### config.mk
export PLATFORM = sky130hd
export DESIGN_NAME = emst_sqrt
export DESIGN_NICKNAME = d
export VERILOG_FILES = /design/src/rtl/emst_pkg.sv /design/src/rtl/emst_sqrt.sv
export SDC_FILE = /design/constraint.sdc
export NUM_CORES = 1
export LEC_CHECK = 0
export BUFFER_PORTS_ARGS = -buffer_cell sky130_fd_sc_hd__clkbuf_2
export CORE_ASPECT_RATIO = 1.25
export CORE_UTILIZATION = 35
export CTS_CLUSTER_DIAMETER = 100
export DETAILED_ROUTE_END_ITERATION = 10
export PLACE_DENSITY = 0.51
export SLEW_MARGIN = 10
export SYNTH_ARGS = -nofsm -noshare
export SYNTH_HDL_FRONTEND = slang
export SYNTH_SLANG_ARGS = --single-unit
export TNS_END_PERCENT = 20
### constraint.sdc
create_clock -name i_clk -period 8.9 [get_ports i_clk]
set_input_delay 1.335 -clock i_clk [delete_from_list [all_inputs] [get_ports i_clk]]
set_output_delay 1.335 -clock i_clk [all_outputs]
set_load 0.005 [all_outputs]
### src/rtl/emst_pkg.sv
// Shared constants and control types for the spanning tree length block.
package emst_pkg;

    localparam int MAX_POINTS = 1024;
    localparam int IDX_W      = $clog2(MAX_POINTS);
    localparam int CNT_W      = $clog2(MAX_POINTS + 1);
    localparam int COORD_W    = 24;
    localparam int DIFF_W     = COORD_W + 1;
    localparam int SQ_W       = 49;
    localparam int ROOT_W     = 25;
    localparam int TOTAL_W    = 35;
    localparam int OCNT_W     = 11;

    // control from the sequencer to the memory datapath
    typedef struct packed {
        logic             wr_pt;
        logic             rd_pick;
        logic             issue;
        logic             first;
        logic             start;
        logic             mark;
        logic [IDX_W-1:0] addr;
    } t_core_ctl;

    typedef struct packed {
        logic             busy;
        logic [IDX_W-1:0] best_idx;
        logic [SQ_W-1:0]  best_nd;
    } t_core_sts;

endpackage

### src/rtl/emst_sqrt.sv
// Iterative floor square root, one result bit per cycle.
module emst_sqrt
    import emst_pkg::*;
(
    input  logic              i_clk,
    input  logic              i_rst_n,
    input  logic              i_start,
    input  logic [SQ_W-1:0]   i_value,
    output logic              o_done,
    output logic [ROOT_W-1:0] o_root
);

    localparam int RW = 2 * ROOT_W + 1;

    logic          r_busy;
    logic          r_done;
    logic [SQ_W-1:0] r_v;
    logic [RW-1:0] r_root;
    logic [RW-1:0] r_bit;
    logic [RW-1:0] w_sum;
    logic          w_ge;

    assign w_sum = r_root + r_bit;
    assign w_ge  = {{(RW - SQ_W){1'b0}}, r_v} >= w_sum;

    always_ff @(posedge i_clk) begin
        if (!i_rst_n) begin
            r_busy <= 1'b0;
            r_done <= 1'b0;
        end else begin
            r_done <= 1'b0;
            if (i_start) begin
                r_busy <= 1'b1;
            end else if (r_busy && r_bit[0]) begin
                r_busy <= 1'b0;
                r_done <= 1'b1;
            end
        end
        if (i_start) begin
            r_v    <= i_value;
            r_root <= '0;
            r_bit  <= {1'b1, {(RW - 1){1'b0}}};
        end else if (r_busy) begin
            if (w_ge) begin
                r_v    <= r_v - w_sum[SQ_W-1:0];
                r_root <= (r_root >> 1) + r_bit;
            end else begin
                r_root <= r_root >> 1;
            end
            r_bit <= r_bit >> 2;
        end
    end

    assign o_done = r_done;
    assign o_root = r_root[ROOT_W-1:0];

endmodule

=== Word level (Yosys, flattened, before mapping) ===
Index checks and enable logic that the tools add are counted.
W data, S select, Z words.

* Flip-flop bits (word level): 128
* Word-level logic and storage cells: 23
* Output and inout port bits: 26

* Muxes and demuxes: 7
* Magnitude comparators: 1
* Add/sub/neg operators: 3
* Bitwise operators: 1
* Reductions and logical operators: 6

{| class="wikitable"
|+ Operators by type and width
! operator !! number
|-
| $mux W49 || 3
|-
| $add A50 B51 Y51 || 1
|-
| $add A51 B51 Y51 || 1
|-
| $ge A49 B51 Y1 || 1
|-
| $mux W51 || 1
|-
| $sub A49 B49 Y49 || 1
|-
| $reduce_bool A2 Y1 || 3
|-
| $mux W1 || 3
|-
| $reduce_and A2 Y1 || 1
|-
| $reduce_or A2 Y1 || 1
|-
| $logic_and A1 B1 Y1 || 1
|-
| $not A1 Y1 || 1
|}

=== Longest topological paths before layout ===
Gate-level depths: netlist of run 1.

* Depth in word-level cells: 5
* Depth in mapped cells: 25
* Mapped depth without buffers: 21

=== Worst setup path after synthesis of run 1 ===
OpenSTA, ideal clock, no wires.

* Kind: reg2reg
* Start point: register r_root[10]
* End point: register r_v[0] (enable)
* Arrival time: 7720 ps
* Clock period less this slack: 8243 ps
* Required time: 8377 ps
* Stages on the path, launching flop included: 22
* Library setup time: 523 ps
* Slack: 657 ps
* Cell sequence: dfxtp_1 ha_1 a311oi_1 o31a_1 a21bo_2 a31oi_1 o21bai_1 a31oi_1 o21bai_1 a31oi_1 xnor2_1 ha_1 clkbuf_2 nand2_1 nor4_1 o2111a_2 o31ai_2 a211oi_2 o221a_2 buf_6 nand2_1 o21ai_0

* Cells in the longest elaborated chain, start to end: 4

{| class="wikitable"
|+ Ends and longest elaborated chain
! element !! RTL line !! RTL
|-
| start: declaration || emst_sqrt.sv:18 || <nowiki>logic [RW-1:0] r_root;</nowiki>
|-
| start signal: assignment || emst_sqrt.sv:46 || <nowiki>r_root <= (r_root >> 1) + r_bit;</nowiki>
|-
| start signal: assignment || emst_sqrt.sv:48 || <nowiki>r_root <= r_root >> 1;</nowiki>
|-
| $add A51 B51 Y51 || emst_sqrt.sv:23 || <nowiki>assign w_sum = r_root + r_bit;</nowiki>
|-
| $ge A49 B51 Y1 || emst_sqrt.sv:24 || <nowiki>assign w_ge = {{(RW - SQ_W){1'b0}}, r_v} >= w_sum;</nowiki>
|-
| $reduce_bool A2 Y1 (no line) || - ||
|-
| $reduce_and A2 Y1 (no line) || - ||
|-
| end signal: assignment || emst_sqrt.sv:40 || <nowiki>r_v <= i_value;</nowiki>
|-
| end signal: assignment || emst_sqrt.sv:45 || <nowiki>r_v <= r_v - w_sum[SQ_W-1:0];</nowiki>
|-
| end: declaration || emst_sqrt.sv:17 || <nowiki>logic [SQ_W-1:0] r_v;</nowiki>
|}

Every way passes these cells.
A chain may end at the register's enable or synchronous reset.

=== Final worst setup path of run 1 ===
* Start point: register r_root[2]
* End point: register r_v[47] (enable)

Same word-level chain as after synthesis.

==> results of run 1 <==
critical path: cells and delay by family (launching register included):
family,cells,cell delay [ns]
adder cells (fa/ha/maj),2,0.73
buffers and inverters,2,1.00
flip-flops,1,0.46
AO/OA/AOI/OAI,14,3.36
AND/OR/NAND/NOR,3,0.84
XOR/XNOR,1,0.10
stage by stage:
stage               cell area (um2)  worst slack (ns)
CTS                           13600              1.93
floorplan                     12400             0.657
finish                        13600              1.99
detailed placement            12900              1.97
global route                  13600              1.40
global placement              12900              2.10
Yosys cell counts, drive strengths merged, types with 12 or more instances:
library cell    n  area (um2)
a211oi         33         258
a21o           36         270
a21oi          90         450
a311oi         13         120
a31oi          42         275
a32oi          14         130
and2           12        75.1
buf            68         434
clkbuf         56         211
dfxtp          79        1580
edfxtp         49        1470
ha            101        1260
inv            43         161
mux2i          25         250
nand2         181         679
nand3          43         215
nand4          36         225
nor2          128         483
nor3           30         150
o211ai         27         208
o21a           16         120
o21ai         109         546
o21bai         18         135
o311ai         13         121
o31ai          23         205
xnor2          54         473
xor2           44         385
flip-flops by register name, indices dropped and copies added (netlist names):
name / cells
o_done: 1
r_bit: 26
r_root: 51
r_busy: 1
r_v: 49
layout make-up:
cell class,instances,area (um2)
fill,3601,21100
multi-input combinational,1268,8590
sequential,128,3050
clock buffer,27,592
tap,468,586
timing repair buffer,91,493
inverter,45,169
clock inverter,5,80.1
report_power, final:
| part | internal, uW | total, uW | switching, uW |
|---|---|---|---|
| logic | 323 | 848 | 525 |
| registers | 685 | 740 | 55.5 |
| clock network | 513 | 803 | 289 |
per-layer routing:
layer	track usage, %	part of all wire (%)
met1	28.9	46
met2	36.3	47
met3	2.78	4.0
met4	8.01	2.7
met5	0	0
cell families (layout without fill, tap and decap cells):
family,Yosys count,in the layout
xor gates and xnor gates,98,98
AOI/OAI and AO/OA,528,528
buffers and inverters,169,168
adders and majority gates,102,102
muxes,30,30
and+or+nand+nor,510,510
DFF,128,128
worst min path at each step:
stage	from	slack [ns]	end	cells past startpoint
floorplan	r_root[0]	0.48	r_root[0]	2
global placement	r_root[0]	0.50	r_root[0]	2
detailed placement	r_root[0]	0.51	r_root[0]	2
CTS	r_root[0]	0.51	r_root[0]	2
global route	r_root[0]	0.55	r_root[0]	2
finish	r_root[0]	0.51	r_root[0]	2
==> flow_summary.json, run 1 <==
{
  "final_common_cell": "nand2_1",
  "p_per_area_nw_per_um2": 176,
  "leakagePower_uw": 0.00499,
  "period_needed_ns": 6.91,
  "grt_pass1_wl_mm": 61.3,
  "status": "finished, final reports clean",
  "seq_area_frac_synth_pct": 24.5,
  "htreeDepth": 4,
  "max_freq_mhz": 145,
  "grt_pass1_vias": 11113,
  "yosys_warnings": 0,
  "ioPinCount": 78,
  "die_h_um": 213,
  "synth_top_family_by_area": "compound AO/OA/AOI/OAI gates",
  "cts_buffer_depth": 2,
  "tightest_slew_ns": 0.747,
  "async_flop_share_pct": 0,
  "fin_total_pwr_uw": 2390,
  "ys.flop_type": "dfxtp_1",
  "final_cell_mix": "nand2_1 (181), nor2_1 (125), o21ai_0 (103), ha_1 (101), a21oi_1 (90)",
  "crit_path_start": "r_root[2]",
  "ys_ff_latch": 128,
  "drv_cap": 0,
  "fin_tns_setup_ns": 0,
  "antenna_found_initial": 0,
  "ff2ff_path_depth": 22,
  "cts.sinks": 128,
  "finalCritPeriodShare_pct": 77.6,
  "crit_chain": "ha_1, a31oi_1, a211oi_2, a21bo_2, a31oi_1, o21bai_1, a31oi_1, o21bai_1, a31oi_1, xnor2_1, ha_1, nand2_1, nor4_1, a21oi_1, o221ai_1, o31ai_2, a211oi_2, o221a_2, buf_4, nand2_1, o21ai_4, buf_4",
  "syn_avg_cell_area_um2": 7.95,
  "place_hpwl_mm": 28.9,
  "fin_cells": 2032,
  "whs_ns": 0.512,
  "drt_first_pass_iters": 5,
  "syn-cell-area_um2": 12400,
  "setup_viol": 0,
  "clock_latency_ns": 0.45,
  "fin_util_pct": 39.1,
  "r2r_slack_ns": 1.99,
  "slowest_stage": "o21ai_4",
  "diodes": 0,
  "dp.cells": 2000,
  "drive_gt1_share_pct": 10.9,
  "r2r-start": "r_root[2]",
  "synthMuxAreaShare_pct": 2.46,
  "wirelength_mm": 39.0,
  "crit_fanout": 45,
  "dr_total_vias": 11862,
  "synth-xor-area-share_pct": 6.90,
  "numCtsBuffers": 17,
  "critPathLaunchType": "register",
  "hold_viol_final": 0,
  "crit_type": "reg -> reg",
  "dieWidth_um": 171,
  "core_area_um2": 34700,
  "grt_max_degree": 56,
  "drc_errors": 0,
  "irDropWorstVdd_mv": 0.0996,
  "start_util_pct": 35.9,
  "synth_nets": 1719,
  "synth_edf_count": 49,
  "ys_types": 97,
  "die_area_um2": 36300,
  "first_iter_violations": 707,
  "io_buffers": 77,
  "endpoint_kind": "register",
  "finalMaxSlewViolations": 0,
  "layout.nets": 1705,
  "max_stage_delay_ns": 0.65,
  "cp_common_cell": "a31oi_1",
  "area_growth_pct": 9.02,
  "cp_data_arrival_time_ns": 7.00,
  "min_path_type": "reg -> reg",
  "grt.total_usage_pct": 21.9,
  "clock_skew_ns": 0.0102,
  "crit_end": "r_v[47]",
  "routed_via_density": 5.84,
  "cts_root_buf": "clkbuf_16",
  "slew_headroom_pct": 50.0,
  "required_ns": 8.99,
  "rows": 76,
  "cts_hold_buffers": 0,
  "ant_nets": 0,
  "postCtsSetupBuffers": 0,
  "post_cts_resized": 0,
  "grt-ovfl-total": 0,
  "synthSimpleGateAreaFrac_pct": 19.3,
  "netlist_instances": 1565,
  "synth-compound-area-share_pct": 30.0,
  "rsz0062_at_grt": "false",
  "clkTransAtPathRegs_ns": 0.06,
  "regToRegEndpoint": "r_v[47]",
  "wl_per_cell_um": 19.2,
  "gp_congestion": 0.942,
  "cts_tree": "built",
  "synthAdderAreaFrac_pct": 10.3
}
(Power assumes the default switching activity.)
==> inputs of run 2 (changes only) <==
--- a/config.mk
+++ b/config.mk
@@ -10,7 +10,7 @@
 export CORE_UTILIZATION = 35
 export CTS_CLUSTER_DIAMETER = 100
 export DETAILED_ROUTE_END_ITERATION = 10
-export PLACE_DENSITY = 0.51
+export PLACE_DENSITY = 0.53
 export SLEW_MARGIN = 10
 export SYNTH_ARGS = -nofsm -noshare
 export SYNTH_HDL_FRONTEND = slang
==> constraint.sdc (replaced) <==
create_clock -name i_clk -period 6.3 [get_ports i_clk]
set_input_delay 0.945 -clock i_clk [delete_from_list [all_inputs] [get_ports i_clk]]
set_output_delay 0.945 -clock i_clk [all_outputs]
set_load 0.005 [all_outputs]
==> run 2 against run 1 <==
  * Cell area up 0.72%
  * First-iteration DRC count is 19% higher
  * Power up 40%
  * Largest cell class unchanged
  * Count of clock-buffer cells in the layout is 2 lower
  * Flip-flop and latch count unchanged
  * Sequential power is 41% higher
  * Sequential share of layout area is 0.16 points lower
  * Global-route usage shrank 0.14 points
  * Register-to-register slack lost 1.4 ns
  * Die area is the same
  * Non-clock buffer count grew 13
==> flow_summary.json, run 2 (synthesized netlist as in run 1, its figures left out) <==
{
  "cts_root_buf": "clkbuf_16",
  "dp.cells": 2013,
  "irDropWorstVdd_mv": 0.131,
  "largest_register_ffs": 51,
  "place_hpwl_mm": 28.9,
  "first_iter_violations": 843,
  "clkTransAtPathRegs_ns": 0.06,
  "whs_endpoint": "r_root[0]",
  "grt_pass1_vias": 11322,
  "gp_congestion": 0.896,
  "r2r_slack_ns": 0.54,
  "reg_top3": "r_root: 51 flops, r_v: 49 flops, r_bit: 26 flops",
  "fin_cells": 2044,
  "dieWidth_um": 171,
  "regToRegEndpoint": "r_root[14]",
  "top_register": "r_root",
  "crit_type": "reg -> reg",
  "finalMaxSlewViolations": 0,
  "htreeDepth": 4,
  "cts.sinks": 128,
  "final_cell_mix": "nand2_1 (181), nor2_1 (125), o21ai_0 (103), ha_1 (101), a21oi_1 (90)",
  "grt.total_usage_pct": 21.7,
  "ioPinCount": 78,
  "endpoint_kind": "register",
  "cts_tree": "built",
  "min_path_type": "reg -> reg",
  "hold_viol_final": 0,
  "whs_path_depth": 2,
  "crit_fanout": 44,
  "antenna_found_initial": 0,
  "diodes": 0,
  "io_buffers": 77,
  "cp_data_arrival_time_ns": 6.07,
  "period_needed_ns": 5.76,
  "core_area_um2": 34700,
  "drc_errors": 0,
  "max_freq_mhz": 174,
  "rows": 76,
  "cp_common_cell": "a31oi_1",
  "ant_nets": 0,
  "leakagePower_uw": 0.00505,
  "r2r-start": "r_root[4]",
  "finalCritPeriodShare_pct": 91.4,
  "cts_buffer_depth": 2,
  "setup_viol": 0,
  "max_stage_delay_ns": 0.51,
  "area_growth_pct": 9.80,
  "critPathLaunchType": "register",
  "fillerInstances": 3646,
  "grt-ovfl-total": 0,
  "p_per_area_nw_per_um2": 245,
  "routed_via_density": 5.85,
  "crit_chain": "ha_1, a211oi_1, a211oi_2, a21bo_2, a31oi_1, o21bai_1, a31oi_1, o21bai_1, a31oi_1, xnor2_1, ha_1, nand2_1, nor4_2, a21oi_1, o221ai_1, o31ai_2, a211oi_2, o221a_2, buf_4, a211oi_1, nor4_1",
  "dr_total_vias": 11949,
  "slew_headroom_pct": 42.8,
  "clock_latency_ns": 0.45,
  "final_common_cell": "nand2_1",
  "rsz0062_at_grt": "false",
  "clock_skew_ns": 0.0107,
  "hp-start": "r_root[0]",
  "drt_first_pass_iters": 5,
  "start_util_pct": 35.9,
  "drive_gt1_share_pct": 11.7,
  "status": "finished, final reports clean",
  "fin_tns_setup_ns": 0,
  "slowest_stage": "dfxtp_1",
  "grt_pass1_wl_mm": 61.2,
  "die_h_um": 213,
  "fin_total_pwr_uw": 3350,
  "die_area_um2": 36300,
  "grt_max_degree": 91,
  "layout.nets": 1718,
  "wirelength_mm": 38.9,
  "wl_per_cell_um": 19.0,
  "drv_cap": 0,
  "tightest_slew_ns": 0.858,
  "numCtsBuffers": 17,
  "required_ns": 6.61,
  "ff2ff_path_depth": 21
}
[run 2: power breakdown]
part           switching [uW]  internal, uW
combinational             752           463
sequential               73.1           968
clock                     398           694
[run 2: worst max-delay path by stage]
stage,from,to,cells past startpoint
floorplan,r_root[10],r_v[0],21
detailed placement,r_root[10],r_v[1],20
CTS,r_root[10],r_v[11],20
global route,r_root[10],r_root[14],20
finish,r_root[4],r_root[14],21
global placement,r_root[4],r_v[2],20
[run 2: repair_timing]
action / CTS / global route
gates resized for setup: 0 / 6
endpoints found under the hold margin: 0 / 0
endpoints found under the setup margin: 0 / 63
buffers inserted: 0 / 0
hold buffers: 0 / 0
[run 2: area by class of cell]
class / instances / area [um2] / share of cell area [%]
multi-input combinational: 1268 / 8610 / 63.0
tap: 468 / 586 / 4.28
timing repair buffer: 104 / 601 / 4.39
inverter: 45 / 169 / 1.24
clock buffer: 25 / 559 / 4.09
clock inverter: 6 / 86.3 / 0.632
sequential: 128 / 3050 / 22.3
[run 2: per-stage QoR]
stage               worst slack [ns]  hold WS, ns  instance area, um2  util, %
global placement               0.359        0.496               13000     37.4
floorplan                      0.315        0.478               12400        -
global route                  0.0211        0.558               13700     39.4
finish                         0.541        0.512               13700     39.4
detailed placement             0.303        0.506               13000     37.4
CTS                            0.232        0.513               13600     39.3
[run 2: critical path, delay by kind of cell (launching register included)]
kind,cells,cell delay (ns)
adders and majority gates,2,0.76
AOI/OAI and AO/OA,14,2.73
xor gates and xnor gates,1,0.09
DFF,1,0.51
buffers and inverters,1,0.50
and+or+nand+nor,3,1.00
[run 2: routing by layer]
metal	vias up	routed length, um	global-route usage [%]
met5	-	0	0
met4	0	990	8.11
met3	51	1700	3.11
met2	321	17600	35.0
met1	5686	18600	29.3
li1	5891	-	-
